File: config.mk
export PLATFORM = sky130hd
export DESIGN_NAME = hhst_ctrl
export DESIGN_NICKNAME = d
export VERILOG_FILES = /design/src/hhst_pkg.sv /design/src/hhst_ctrl.sv
export SDC_FILE = /design/constraint.sdc
export NUM_CORES = 1
export LEC_CHECK = 0
export BUFFER_PORTS_ARGS = -buffer_cell sky130_fd_sc_hd__buf_2
export CAP_MARGIN = 20
export CORE_AREA = 2 2 39 41
export CTS_BUF_LIST = sky130_fd_sc_hd__clkbuf_8
export CTS_CLUSTER_SIZE = 10
export DETAILED_ROUTE_END_ITERATION = 10
export DIE_AREA = 0 0 41 43
export GPL_TIMING_DRIVEN = 1
export PLACE_DENSITY = 0.68
export SYNTH_ARGS = -nofsm -noshare
export SYNTH_HDL_FRONTEND = slang
export SYNTH_SLANG_ARGS = --single-unit
File: constraint.sdc
create_clock -name clk -period 3.05 [get_ports clk]
set_input_delay 0 -clock clk [delete_from_list [all_inputs] [get_ports clk]]
set_output_delay 0 -clock clk [all_outputs]
set_load 0.005 [all_outputs]
File: src/hhst_pkg.sv
// ----------------------------------------------------------------------------
// hhst_pkg
// Shared widths, codes, reset values and controller/datapath types for the
// hop history source time unit.
// ----------------------------------------------------------------------------
package hhst_pkg;

  localparam int HISTORY_DEPTH_DEF = 64;
  localparam int MAX_FRAME_DEF     = 8192;

  localparam int TIME_W         = 64;
  localparam int HOP_W          = 16;
  localparam int WIN_IDX_W      = 13;
  localparam int WIN_VAL_W      = 17;
  localparam int FRAME_SIZE_W   = 14;
  localparam int HIST_CNT_W     = 7;
  localparam int PAD_W          = 14;
  localparam int ANCHOR_FRAME_W = 48;
  localparam int CFG_IDX_W      = 3;
  localparam int CFG_DATA_W     = 64;
  localparam int FRAC_W         = 16;

  // quotient bits retired per divider cycle
  localparam int DIV_RADIX_BITS = 4;

  typedef enum logic [1:0] {
    ACT_COMMIT = 2'd0,
    ACT_QUERY  = 2'd1,
    ACT_WINDOW = 2'd2
  } action_t;

  typedef enum logic [CFG_IDX_W-1:0] {
    CFG_FRAME_SIZE     = 3'd0,
    CFG_HISTORY_COUNT  = 3'd1,
    CFG_INPUT_PADDING  = 3'd2,
    CFG_OUTPUT_PADDING = 3'd3,
    CFG_IN_ANCHOR_FRM  = 3'd4,
    CFG_IN_ANCHOR_TIME = 3'd5,
    CFG_OUT_ANCHOR_FRM = 3'd6,
    CFG_OUT_ANCHOR_TIM = 3'd7
  } cfg_idx_t;

  localparam logic [FRAME_SIZE_W-1:0]   FRAME_SIZE_RST = 14'd1024;
  localparam logic [HIST_CNT_W-1:0]     HIST_CNT_RST   = 7'd4;
  localparam logic [PAD_W-1:0]          IN_PAD_RST     = 14'd1024;
  localparam logic [PAD_W-1:0]          OUT_PAD_RST    = 14'd0;
  localparam logic [ANCHOR_FRAME_W-1:0] IN_AFRM_RST    = -48'sd999999;
  localparam logic [TIME_W-1:0]         IN_ATIME_RST   = -64'sd65535934464;
  localparam logic [ANCHOR_FRAME_W-1:0] OUT_AFRM_RST   = 48'd0;
  localparam logic [TIME_W-1:0]         OUT_ATIME_RST  = 64'd0;

  typedef struct packed {
    logic commit;    // store a hop record, advance positions
    logic wwrite;    // write one window coefficient
    logic qload;     // capture query time
    logic frame;     // finish output frame, arm the scan
    logic issue;     // read next history record
    logic div_load;  // set up rounding division
    logic div_step;  // one divider iteration
    logic fin;       // form source time
    logic out_load;  // move result to output register
  } ctl_cmd_t;

  typedef struct packed {
    logic scan_left;
    logic pipe_busy;
    logic div_done;
    logic wsum_zero;
    logic out_free;
  } dp_status_t;

endpackage

File: src/hhst_ctrl.sv
// ----------------------------------------------------------------------------
// hhst_ctrl
// Sequencer: accepts items, walks a query through frame, scan, drain, divide
// (skipped when the weight sum is zero) and result hand-off.
// ----------------------------------------------------------------------------
module hhst_ctrl (
  input  logic                 clk,
  input  logic                 rst_n,
  input  logic                 in_valid,
  input  logic [1:0]           in_action,
  output logic                 in_ready,
  input  hhst_pkg::dp_status_t status,
  output hhst_pkg::ctl_cmd_t   cmd
);
  import hhst_pkg::*;

  typedef enum logic [7:0] {
    ST_IDLE   = 8'b0000_0001,
    ST_FRAME  = 8'b0000_0010,
    ST_SCAN   = 8'b0000_0100,
    ST_DRAIN  = 8'b0000_1000,
    ST_DIVSET = 8'b0001_0000,
    ST_DIV    = 8'b0010_0000,
    ST_FINAL  = 8'b0100_0000,
    ST_OUT    = 8'b1000_0000
  } state_t;

  state_t state_r, state_nxt;
  logic   accept;

  assign in_ready = (state_r == ST_IDLE);
  assign accept   = in_valid && in_ready;

  always_comb begin
    cmd       = '0;
    state_nxt = state_r;
    unique case (state_r)
      ST_IDLE: begin
        if (accept) begin
          unique case (action_t'(in_action))
            ACT_COMMIT: cmd.commit = 1'b1;
            ACT_WINDOW: cmd.wwrite = 1'b1;
            ACT_QUERY: begin
              cmd.qload = 1'b1;
              state_nxt = ST_FRAME;
            end
            default: ;
          endcase
        end
      end
      ST_FRAME: begin
        cmd.frame = 1'b1;
        state_nxt = ST_SCAN;
      end
      ST_SCAN: begin
        if (status.scan_left) begin
          cmd.issue = 1'b1;
        end else begin
          state_nxt = ST_DRAIN;
        end
      end
      ST_DRAIN: begin
        if (!status.pipe_busy) begin
          state_nxt = ST_DIVSET;
        end
      end
      ST_DIVSET: begin
        // zero weight: skip the divider, source frame is zero
        if (status.wsum_zero) begin
          state_nxt = ST_FINAL;
        end else begin
          cmd.div_load = 1'b1;
          state_nxt    = ST_DIV;
        end
      end
      ST_DIV: begin
        if (status.div_done) begin
          state_nxt = ST_FINAL;
        end else begin
          cmd.div_step = 1'b1;
        end
      end
      ST_FINAL: begin
        cmd.fin   = 1'b1;
        state_nxt = ST_OUT;
      end
      ST_OUT: begin
        if (status.out_free) begin
          cmd.out_load = 1'b1;
          state_nxt    = ST_IDLE;
        end
      end
      default: state_nxt = ST_IDLE;
    endcase
  end

  always_ff @(posedge clk) begin
    if (!rst_n) begin
      state_r <= ST_IDLE;
    end else begin
      state_r <= state_nxt;
    end
  end

endmodule

==> impl_results.md <==
- Switching part of the total power: a little under a quarter
- Slew Viols, Final: 0
- Post-route clock period utilization: 52.4%
- Number of post-CTS setup repair buffers: 0
- H-Tree Depth: 1
- Fillers: 131
- Placed cells: 99
- Share of cells above drive strength 1: a little under a third
- Max reg flops: 8
- Die area: about 0.0018 mm²
- Max-cap violations: 0
- Final clock skew: 0.00143 ns
- CTS Root Cell: clkbuf_8
- Startpoint Class: flip-flop
- CTS clk-pin slew, worst paths: ~0.040 ns
- YS warnings: 0
- CP Cell Sequence: nor4_4 > nand3_1 > nor4b_1 > buf_2
- Wire per inst: about 13 µm
- Net Sw Power: about 65 µW
- Initial antenna violation count: 0
- Crit path max fanout: 6
- Peak supply drop: 0.150 mV
- Non-filler cells, final: around 100
- Post-route ant nets: 0
- Pre-CTS setup slack: 1.64 ns
- Port Buffers: 19
- Hold crit path type: in -> reg
- Reg with most FFs: state_r
- PnR Total Power: 271 µW
- Synthesized flop and latch total: 8
- Final core occ: roughly half
- Vias: roughly 580
- Top cell family by delay on the critical path: simple AND/OR/NAND/NOR gates
- Syn_area_per_cell: 8.32 µm²
- CTS tree: built
- Critical Path RT: roughly 3 ns
- Vias in the first global route: ~500
- Ant. Diodes: 0
- Status: complete, no violations
- Clock power share: approximately half
- DIE WIDTH: slightly above 40 µm
- Inserted Clock Buffers: 3
- Static Leak: around 0.29 nW
- Grt total ovfl: 0
- Largest net degree at the start of global routing: 7
- Least-Margin Pin Slew: approximately 0.37 ns
- Area Overhead vs Synth: 29.4%
- GRT Overall Usage: ~18%
- Final setup fails: 0
- Clock sinks: 8
- CTS max path bufs: 2
- Fin crit period: 1.60 ns
- Synth Instances: between 60 and 70
- Worst setup EP type: output port
- Final RePlAce weighted congestion: between 0.8 and 0.9
- Vias per cell: around 5.6
- Final net count: around 100
- First-pass GRT wire length: around 2100 µm
- Endpoints failing hold: 0
- Mapped Area: between 500 and 600 µm²
- Kind of critical path: reg -> out
- Die H: around 43 µm
- DPL Wire Length: between 1000 and 1500 µm
- Clock Latency Late Sink: approximately 0.23 ns
- RSZ-0062 raised after global routing: no
- Internal power: 206 µW
- Core area: approximately 0.0014 mm²
- Initial cell density of the core: 39.1%
- Peak per-stage delay on the critical path: roughly 0.36 ns
- Power share of the combinational group: between 10% and 20%
- Final instance area: 699 µm²
- Netlist cell types: 32
- Drc violations: 0
- Pwr per Cell Area: roughly 390 mW/mm²
- Slowest cell on crit path: dfxtp_1
- Max Fclk: between 600 and 700 MHz
- Slack of the critical path: around 1.5 ns
- Worst relative slew slack: between 70% and 80%
- Largest regs: state_r x8
- CP arrival: approximately 1.6 ns
- Drt pass-1 iters: 4
- Iteration-0 DRC Markers: 19
- Syn nets: 75
- Rows: 14
- Sequential share of the synthesized area: between 20% and 30%
- Final WL: roughly 1300 µm
- Setup Total Neg Slack: 0 ns
- Flop pwr share: 39.9%
- IO Count: 20
- Bufs and invs on worst path: 1
- Placed cell areas: 648 µm²
- Worst Hold Slack: between 0.07 and 0.08 ns
-- synth_stat cells, drive strengths merged --
library cell  instances  area (µm²)
nor2                  9        33.8
dfxtp                 8         160
nand2                 5        18.8
inv                   3        11.3
nand2b                3        18.8
nand3                 3        15.0
nand3b                3        22.5
nor2b                 3        18.8
nor3                  3        15.0
nor4                  3        40.0
o22ai                 3        18.8
nor3b                 2        20.0
a2111oi               1        15.0
a211oi                1        7.51
a21o                  1        7.51
a2bb2oi               1        8.76
a41oi                 1        8.76
and2                  1        6.26
and4b                 1        10.0
buf                   1        7.51
nand4                 1        6.26
nor4b                 1        8.76
o21a                  1        7.51
o221ai                1        15.0
o31ai                 1        7.51
or2b                  1        7.51
or3                   1        6.26
or3b                  1        8.76
xnor2                 1        8.76
-- cells by family after synthesis --
group,after synthesis,share of synthesized area [%]
AO/OA/AOI/OAI,11,17.8
flip-flops,8,29.6
XOR/XNOR,1,1.62
buffers and inverters,4,3.47
AND/OR/NAND/NOR,41,47.5
-- cell type report --
| type | instances | area [µm²] | area share [%] |
|---|---|---|---|
| multi-input combinational | 53 | 362 | 51.7 |
| sequential | 8 | 160 | 22.9 |
| timing repair buffer | 20 | 105 | 15.0 |
| clock buffer | 3 | 41.3 | 5.90 |
| tap | 16 | 20.0 | 2.86 |
| inverter | 3 | 11.3 | 1.61 |
-- what timing repair did --
item / CTS / global route
gates resized for setup: 0 / 0
endpoints found under the hold margin: 1 / 0
endpoints found under the setup margin: 0 / 0
hold buffers: 1 / 0
-- layer usage --
| layer | wire length [µm] | part of all wire [%] | GRT usage (%) | vias up |
|---|---|---|---|---|
| met5 | 0 | 0 | 0 | - |
| li1 | - | - | - | 286 |
| met2 | 653 | 49 | 27.2 | 27 |
| met4 | 27 | 2.0 | 12.0 | 0 |
| met3 | 113 | 8.4 | 4.71 | 2 |
| met1 | 546 | 41 | 21.0 | 261 |
-- worst register-to-register path, stage by stage (launching register included) --
cell and delay (ns):
dfxtp_1 0.36, nor4_4 0.36, nand2_1 0.19, o221ai_2 0.26, o22ai_1 0.13
-- power groups by stage --
stage          clock, mW  sequential (mW)  combinational, mW
2_1_floorplan          0            0.110             0.0177
3_3_place_gp           0            0.110             0.0313
3_5_place_dp           0            0.110             0.0314
4_1_cts            0.133            0.108             0.0325
5_1_grt            0.137            0.108             0.0369
6_report           0.130            0.108             0.0325
-- cell usage in the layout, fill, tap and decap left out --
| cell type | Yosys | routed |
|---|---|---|
| a2111oi_2 | 1 | 1 |
| a211oi_1 | 1 | 1 |
| a21o_1 | 1 | 1 |
| a2bb2oi_1 | 1 | 1 |
| a41oi_1 | 1 | 1 |
| and2_1 | 1 | 1 |
| and4b_1 | 1 | 1 |
| buf_2 | 0 | 19 |
| clkbuf_8 | 0 | 3 |
| dfxtp_1 | 8 | 8 |
| dlygate4sd3_1 | 0 | 1 |
| inv_1 | 3 | 3 |
| nand2_1 | 5 | 5 |
| nand2b_1 | 3 | 3 |
| nand3_1 | 3 | 3 |
| nand3b_1 | 3 | 3 |
| nand4_1 | 1 | 1 |
| nor2_1 | 9 | 9 |
| nor2b_1 | 3 | 3 |
| nor3_1 | 3 | 3 |
| nor3b_1 | 1 | 1 |
| nor3b_2 | 1 | 1 |
| nor4_1 | 1 | 1 |
| nor4_2 | 1 | 1 |
| nor4_4 | 1 | 1 |
| nor4b_1 | 1 | 1 |
| o21a_1 | 1 | 1 |
| o221ai_2 | 1 | 1 |
| o22ai_1 | 3 | 3 |
| o31ai_1 | 1 | 1 |
| or2b_1 | 1 | 1 |
| or3_1 | 1 | 1 |
| or3b_1 | 1 | 1 |
| xnor2_1 | 1 | 1 |
-- path summary, 6_finish.rpt --
kind                                start                      end  slack, ns  cells after the start
setup / recovery  state_r[4]$_SDFFE_PN0P_                   cmd[8]       1.45                      4
hold / removal                  status[2]  state_r[5]$_SDFFE_PN0P_       0.07                      4
setup reg to reg  state_r[4]$_SDFFE_PN0P_  state_r[3]$_SDFFE_PN0P_       1.62                      4
hold reg to reg   state_r[3]$_SDFFE_PN0P_  state_r[4]$_SDFFE_PN0P_       0.58                      2
No activity file was read; power rests on OpenSTA's default activity.
